File: config.mk
export PLATFORM = sky130hd
export DESIGN_NAME = soundex_code_generator_unit
export DESIGN_NICKNAME = d
export VERILOG_FILES = /design/src/sv/sdx_pkg.sv /design/src/sv/sdx_in_reg.sv /design/src/sv/sdx_core.sv /design/src/sv/soundex_code_generator_unit.sv
export SDC_FILE = /design/constraint.sdc
export NUM_CORES = 1
export LEC_CHECK = 0
export BUFFER_PORTS_ARGS = -buffer_cell sky130_fd_sc_hd__buf_4
export CAP_MARGIN = 5
export CELL_PAD_IN_SITES_DETAIL_PLACEMENT = 1
export CELL_PAD_IN_SITES_GLOBAL_PLACEMENT = 2
export CORE_MARGIN = 5
export CORE_UTILIZATION = 37
export DETAILED_ROUTE_END_ITERATION = 8
export PLACE_DENSITY = 0.76
export SLEW_MARGIN = 20
export SYNTH_ARGS = -nofsm -noshare
export SYNTH_HDL_FRONTEND = slang
export SYNTH_SLANG_ARGS = --single-unit
File: constraint.sdc
create_clock -name clk -period 4.6 [get_ports clk]
set_input_delay 0.23 -clock clk [delete_from_list [all_inputs] [get_ports clk]]
set_output_delay 0.23 -clock clk [all_outputs]
set_load 0.01 [all_outputs]
File: src/sv/sdx_pkg.sv
package sdx_pkg;

  localparam logic [7:0] PAD_CHAR   = 8'd48;  // '0'
  localparam logic [7:0] VOWEL_CODE = 8'd57;  // '9'
  localparam logic [7:0] SPACE_CHAR = 8'd32;  // ' '
  localparam logic [4:0] CODE_LEN_RESET = 5'd4;

  typedef struct packed {
    logic [7:0] char_byte;
    logic       char_present;
    logic       word_end;
  } sdx_item_t;

  function automatic logic [7:0] sdx_upper(input logic [7:0] b);
    logic [7:0] u;
    u = b;
    if (b >= 8'd97 && b <= 8'd122) begin
      u = b - 8'd32;
    end
    return u;
  endfunction

  // Fixed code table; lowercase 'w' is the odd one out and codes as '0'.
  function automatic logic [7:0] sdx_rom(input logic [7:0] b);
    logic [7:0] u;
    logic [7:0] c;
    u = sdx_upper(b);
    unique case (u)
      8'd65, 8'd69, 8'd73, 8'd79, 8'd85, 8'd89:                c = VOWEL_CODE;
      8'd66, 8'd70, 8'd80, 8'd86, 8'd87, 8'd222:               c = 8'd49;
      8'd67, 8'd71, 8'd74, 8'd75, 8'd81, 8'd83, 8'd88, 8'd90,
      8'd199, 8'd215, 8'd223, 8'd231:                          c = 8'd50;
      8'd68, 8'd84, 8'd208, 8'd254:                            c = 8'd51;
      8'd76:                                                   c = 8'd52;
      8'd77, 8'd78, 8'd209, 8'd241:                            c = 8'd53;
      8'd82:                                                   c = 8'd54;
      default:                                                 c = PAD_CHAR;
    endcase
    if (b == 8'd119) begin
      c = PAD_CHAR;
    end
    return c;
  endfunction

endpackage

File: src/sv/sdx_in_reg.sv
module sdx_in_reg
  import sdx_pkg::*;
(
  input  logic      clk,
  input  logic      rst,
  input  logic      in_valid,
  output logic      in_ready,
  input  sdx_item_t in_item,
  output logic      item_valid,
  output sdx_item_t item,
  input  logic      item_take
);

  assign in_ready = !item_valid || item_take;

  always_ff @(posedge clk) begin
    if (rst) begin
      item_valid <= 1'b0;
    end else if (in_ready) begin
      item_valid <= in_valid;
    end
    if (in_ready && in_valid) begin
      item <= in_item;
    end
  end

endmodule

File: src/sv/sdx_core.sv
module sdx_core
  import sdx_pkg::*;
#(
  parameter int MAX_CODE_LEN = 16
) (
  input  logic       clk,
  input  logic       rst,
  input  logic [4:0] code_length,
  input  logic       item_valid,
  input  sdx_item_t  item,
  output logic       item_take,
  output logic       out_valid,
  input  logic       out_ready,
  output logic [7:0] code_char,
  output logic       code_last
);

  localparam int CW = $clog2(MAX_CODE_LEN + 1);
  localparam int LW = (CW > 5) ? CW : 5;

  logic [CW-1:0] emitted_count;
  logic          at_word_start;
  logic [7:0]    previous_code;
  logic          code_complete;
  logic          char_done;     // byte handled, item now in padding

  logic [LW-1:0] len_wide;
  logic [CW-1:0] len;
  logic [CW-1:0] cnt_inc;
  logic [7:0]    rom_c;
  logic          complete_now;
  logic          do_char;
  logic          do_pad;
  logic          emit;
  logic          finish;
  logic          out_free;
  logic          advance;

  always_comb begin
    len_wide = LW'(code_length);
    if (code_length == 5'd0) begin
      len_wide = LW'(1);
    end else if (len_wide > LW'(MAX_CODE_LEN)) begin
      len_wide = LW'(MAX_CODE_LEN);
    end
  end
  assign len = CW'(len_wide);

  assign rom_c        = sdx_rom(item.char_byte);
  assign complete_now = code_complete || (emitted_count >= len);
  assign do_char      = !char_done && item.char_present && !complete_now &&
                        (at_word_start ||
                         (rom_c != PAD_CHAR && rom_c != VOWEL_CODE &&
                          rom_c != previous_code));
  assign do_pad       = !do_char && item.word_end && (emitted_count < len);
  assign emit         = do_char || do_pad;
  assign cnt_inc      = emitted_count + CW'(1);
  assign finish       = !emit || !item.word_end || (cnt_inc >= len);
  assign out_free     = !out_valid || out_ready;
  assign advance      = item_valid && (!emit || out_free);
  assign item_take    = advance && finish;

  always_ff @(posedge clk) begin
    if (rst) begin
      emitted_count <= '0;
      at_word_start <= 1'b1;
      previous_code <= SPACE_CHAR;
      code_complete <= 1'b0;
      char_done     <= 1'b0;
      out_valid     <= 1'b0;
    end else begin
      if (advance && emit) begin
        out_valid <= 1'b1;
        code_last <= (cnt_inc == len);
        if (do_char) begin
          code_char <= at_word_start ? sdx_upper(item.char_byte) : rom_c;
        end else begin
          code_char <= PAD_CHAR;
        end
      end else if (out_ready) begin
        out_valid <= 1'b0;
      end
      if (advance) begin
        char_done <= !finish;
        if (finish && item.word_end) begin
          emitted_count <= '0;
          at_word_start <= 1'b1;
          previous_code <= SPACE_CHAR;
          code_complete <= 1'b0;
        end else begin
          if (emit) begin
            emitted_count <= cnt_inc;
          end
          if (emit && (cnt_inc >= len)) begin
            code_complete <= 1'b1;
          end else if (!char_done) begin
            code_complete <= complete_now;
          end
          if (!char_done && item.char_present && !complete_now) begin
            if (at_word_start) begin
              previous_code <= item.char_byte;
              at_word_start <= 1'b0;
            end else begin
              previous_code <= rom_c;
            end
          end
        end
      end
    end
  end

endmodule

File: src/sv/soundex_code_generator_unit.sv
// An input transaction passes the input register (sdx_in_reg), then the output register of sdx_core.
// Throughput: one input transaction per cycle unless out_ready stalls; a transaction
//   yielding n code characters (its byte plus any end-of-word padding) holds the input
//   until all n are out, one char per cycle (out_ready high) via the single output register.
// Reset (rst, synchronous): word state cleared, code_length back to 4.
module soundex_code_generator_unit
  import sdx_pkg::*;
#(
  parameter int MAX_CODE_LEN = 16
) (
  input  logic       clk,
  input  logic       rst,
  input  logic       cfg_wr_en,
  input  logic [4:0] cfg_wr_data,
  input  logic       in_valid,
  output logic       in_ready,
  input  logic [7:0] char_byte,
  input  logic       char_present,
  input  logic       word_end,
  output logic       out_valid,
  input  logic       out_ready,
  output logic [7:0] code_char,
  output logic       code_last
);

  logic [4:0] code_length;
  sdx_item_t  in_item;
  sdx_item_t  item;
  logic       item_valid;
  logic       item_take;

  always_ff @(posedge clk) begin
    if (rst) begin
      code_length <= CODE_LEN_RESET;
    end else if (cfg_wr_en) begin
      code_length <= cfg_wr_data;
    end
  end

  assign in_item.char_byte    = char_byte;
  assign in_item.char_present = char_present;
  assign in_item.word_end     = word_end;

  sdx_in_reg u_in_reg (
    .clk        (clk),
    .rst        (rst),
    .in_valid   (in_valid),
    .in_ready   (in_ready),
    .in_item    (in_item),
    .item_valid (item_valid),
    .item       (item),
    .item_take  (item_take)
  );

  sdx_core #(
    .MAX_CODE_LEN (MAX_CODE_LEN)
  ) u_core (
    .clk         (clk),
    .rst         (rst),
    .code_length (code_length),
    .item_valid  (item_valid),
    .item        (item),
    .item_take   (item_take),
    .out_valid   (out_valid),
    .out_ready   (out_ready),
    .code_char   (code_char),
    .code_last   (code_last)
  );

endmodule

==> results.md <==
Outcome:
- The flow ran to the end, and the final reports show no timing, DRC or antenna violations.

Logic synthesis:
- Yosys attributes the largest share of cell area to sky130_fd_sc_hd__edfxtp_1 (22%), sky130_fd_sc_hd__dfxtp_1 (17%), sky130_fd_sc_hd__ha_1 (6.1%).
- For this run, asynchronously set or reset flops after synthesis account for 0%.
- For this run, the number of Yosys warnings is 0.
- The area fraction of the dominant cell type after synthesis is 21.53%.
- The post-synthesis net count is 312.
- The number of enable-type register cells in the synthesized netlist is 19.
- sky130_fd_sc_hd__edfxtp_1 takes more of the synthesized area than any other cell.
- The synthesized netlist contains 63 unique library cells.
- The main flop type after synthesis is sky130_fd_sc_hd__dfxtp_1.
- For this run, the register share of the synthesized area comes to 38.90%.
- After synthesis, the most frequently instantiated cells are sky130_fd_sc_hd__dfxtp_1 (23), sky130_fd_sc_hd__nor2_1 (23), sky130_fd_sc_hd__edfxtp_1 (19), sky130_fd_sc_hd__nand2_1 (19), sky130_fd_sc_hd__nor2b_1 (18).
- The count of mapped cells out of synthesis is 279.
- The post-synthesis area per instance is 9.498 µm².
- The total standard cell area after synthesis is 2650 µm².
- Counting flops and latches in the post-synthesis netlist gives 42.

Global route:
- Entering global routing, the biggest net connects 24 pins.
- The leftover overflow at the end of global routing is 0.
- The met2 layer usage reported by global route is 24.90%.
- The first global-routing pass estimated 11.71 mm of wire.
- The layer flagged by global routing as most heavily used is met2.
- The met1 usage is 24.73%.
- The initial antenna violation count is 0.
- Global routing used 16.69% of the available tracks across all layers.
- The via count of the first global-routing pass came to 2230.
- The met3 global-route usage is 3.426%.

Drt:
- Before antenna repair, the detailed router went through 4 iterations.
- For this block, the initial DRC count from the detailed router was 104.
- The overall via count from detail_route is 2198.
- Using the TritonRoute via totals, the vias-per-cell ratio works out to 5.441.
- The routed wire length is 6.884 mm.
- In this run the remaining antenna-violating nets after routing total 0.
- Dividing the detail-routed wire length by the instance count gives 17.04 µm.
- In the routed design, unresolved DRC markers number 0.

Clock tree:
- The TritonCTS clock tree is done.
- The H-tree was split into 2 levels.
- The number of buffers inserted to repair setup after CTS is 0.
- The number of buffers added by the clock tree synthesis step is 5.
- The number of cells upsized or downsized after cts is 0.
- For this design, the CTS-stage hold fixing added 0 buffers.
- The buffer type at the clock tree root is sky130_fd_sc_hd__clkbuf_8.
- In this run the deepest clock path goes through 2 buffers.
- Counting every sink on the clock net gives 42.
- The clock transition at the registers of the reported paths is 0.08 ns.
- The later pin in the worst-skew pair is clocked with a latency of 0.29 ns.

Final layout:
- The area growth from synthesis to layout is 16.19%.
- The post-route standard cell area excluding fillers is 3079 µm².
- The final standard cell count with taps included and fillers excluded is 404.
- The share of layout cells above drive strength 1 is 19.16%.
- The number of antenna diodes is 0.
- The area of the multi-input gates is 1521 µm².
- The sequential cell area in the final layout is 1031 µm².
- At the end of the flow, the number of nets in the layout was 340.
- The number of fill cells in the layout is 818.

Timing:
- The post-route clock skew is 0.004747 ns.
- Derived from the worst setup path, the maximum achievable clock frequency is 245.0 MHz.
- Counting I/O delays and the setup requirement, the final critical path takes 4.082 ns.
- At the pin with the least slew margin, the transition time is 0.6926 ns.
- The total count of max-transition violations in the final report is 0.
- Setup repair after global routing left no endpoint under its margin.
- The number of hold-slack violations in the final timing report is 0.
- The slack of the critical path is 0.5176 ns.
- In the final timing run, aggregate negative setup slack is 0 ns.
- The worst path uses 88.75% of the clock period.
- The total setup violations reported at the end of the flow is 0.
- The relative slew slack is 53.62%.

Place:
- The total half-perimeter wirelength after legalization and detailed placement is 5.308 mm.
- At the end of routability-driven placement, the weighted congestion stood at 0.8164.
- Including well taps, the total number of placed cells is 396.
- The setup slack after placement is 0.5020 ns.
- Port buffering added 30 buffers.
- The placed standard-cell area is 2969 µm².

Power:
- In this run switching power makes up 28.99% of total power.
- The portion of total power attributed to combinational logic is 20.1%.
- Power spread over the standard cell area amounts to 299.9 nW/µm².
- The clock network power share is 32.1%.
- The leakage component of the power is 1.200 nW.
- The worst vdd rail ir drop is 0.1541 mV.
- In this run the power spent charging and discharging nets is 267.7 µW.
- The cell-internal power is 655.8 µW.
- The share of total power dissipated in sequential elements is 47.8%.

Die:
- The floorplan step defined a die boundary enclosing 8955 µm².
- The number of placement rows is 30.
- The initial utilization of the core area, before any placement, comes to 38.58%.
- The overall die height is 94.63 µm.
- The die outline width is 94.63 µm.
- In this run the count of I/O pins placed on the die edge is 31.
- The total core area is 6869 µm².

Setup path:
- Data on the critical path arrives at its endpoint at 4.03 ns.
- The startpoint of the worst setup timing path is u_in_reg.item[7]$_DFFE_PP_.
- The flop-to-flop setup slack is 0.52 ns.
- The category of the worst setup path launch point is a flop.
- The start-to-end type of the worst setup path is reg2reg.
- STA classifies the critical path endpoint as a flop.
- The worst path required time is 4.55 ns.
- The startpoint of the worst register-to-register path is u_in_reg.item[7]$_DFFE_PP_.
- Along the worst path, the maximum fanout reaches 10.

Job:
- The max-cap violation count is 0.

Min path:
- The worst hold path class is in2reg.
- The startpoint of the lowest-slack hold path is char_byte[2].
==> routing by layer <==
layer  share of wire [%]  vias to the layer above
li1                    -                     1096
met3                 4.3                        4
met2                  43                       41
met5                   0                        -
met4                0.77                        0
met1                  52                     1057
==> final timing paths <==
| check | endpoint | cells after the start |
|---|---|---|
| worst max register to register | u_in_reg.item[0]$_DFFE_PP_ | 10 |
| worst max-delay path | u_in_reg.item[0]$_DFFE_PP_ | 10 |
| worst min register to register | u_core.previous_code[4]$_SDFFE_PP0P_ | 2 |
| worst min-delay path | u_in_reg.item[4]$_DFFE_PP_ | 1 |
==> critical path, stage by stage (launching register included) <==
cell and delay (ns):
sky130_fd_sc_hd__edfxtp_1 0.50, sky130_fd_sc_hd__inv_1 0.19, sky130_fd_sc_hd__ha_1 0.28, sky130_fd_sc_hd__or3_1 0.38
sky130_fd_sc_hd__o32a_1 0.43, sky130_fd_sc_hd__or3_4 0.42, sky130_fd_sc_hd__xor2_1 0.17, sky130_fd_sc_hd__nand4_2 0.21
sky130_fd_sc_hd__o2111a_1 0.40, sky130_fd_sc_hd__o211ai_1 0.31, sky130_fd_sc_hd__and2_1 0.45
==> cells in the final DEF, fill, tap and decap left out, types with 3 or more instances in the layout <==
cell type and instances:
sky130_fd_sc_hd__a211oi_1 3, sky130_fd_sc_hd__and3_1 6, sky130_fd_sc_hd__mux2_4 3, sky130_fd_sc_hd__o21a_1 5, sky130_fd_sc_hd__nor2_1 23, sky130_fd_sc_hd__nor2b_1 18, sky130_fd_sc_hd__dfxtp_1 23, sky130_fd_sc_hd__edfxtp_1 19
sky130_fd_sc_hd__nand3_1 13, sky130_fd_sc_hd__ha_1 13, sky130_fd_sc_hd__nand2_1 19, sky130_fd_sc_hd__or2_2 3, sky130_fd_sc_hd__o21ai_0 9, sky130_fd_sc_hd__o32a_1 4, sky130_fd_sc_hd__inv_1 15, sky130_fd_sc_hd__clkbuf_8 5
sky130_fd_sc_hd__mux2i_1 8, sky130_fd_sc_hd__nor3_1 6, sky130_fd_sc_hd__a21oi_1 14, sky130_fd_sc_hd__xnor2_1 6, sky130_fd_sc_hd__o2bb2ai_1 4, sky130_fd_sc_hd__a31oi_1 3, sky130_fd_sc_hd__buf_4 32, sky130_fd_sc_hd__o211ai_1 4
==> area by class of cell <==
cell class              count  share of cell area, %
multi-input cells         211                  49.41
flip-flops and latches     42                  33.48
repair buffers             32                  7.802
well taps                  96                  3.901
clock buffers               6                  2.357
inverters                  15                  1.829
clock inverters             2                  1.219
==> logic make-up (layout without fill, tap and decap cells) <==
family,count (synthesis),in the layout,share of synthesized area [%]
flops,42,42,38.90
buf+inv,26,55,3.683
simple gates,106,106,21.77
mux,13,13,5.571
compound gates,71,71,21.29
fa+ha+maj,13,13,6.138
xor+xnor,8,8,2.644
==> sequential cells by signal, summed over array words and instances, names as in the netlist <==
name,count
code_length,5
u_core.code_char,8
u_core.emitted_count,5
u_core.code_complete,1
u_core.at_word_start,1
u_core.previous_code,8
u_in_reg.item,10
u_core.code_last,1
u_core.char_done,1
u_in_reg.item_valid,1
u_core.out_valid,1
==> power groups by stage <==
stage	sequential, mW	clock [mW]	combinational (mW)
after floorplan	0.436	0	0.138
after global placement	0.449	0	0.184
after global routing	0.445	0.326	0.208
after CTS	0.441	0.308	0.188
after detailed placement	0.449	0	0.186
final	0.441	0.297	0.186
==> metrics by stage <==
step | hold slack [ns] | power, mW | utilization, %
detailed placement | 0.4102 | 0.6355 | 43.22
global route | 0.08571 | 0.9789 | 44.83
floorplan | 0.3289 | 0.5731 | -
CTS | 0.09873 | 0.9363 | 44.83
global placement | 0.4084 | 0.6329 | 43.22
finish | 0.1080 | 0.9235 | 44.83
Power figures use the tool's default switching activity.
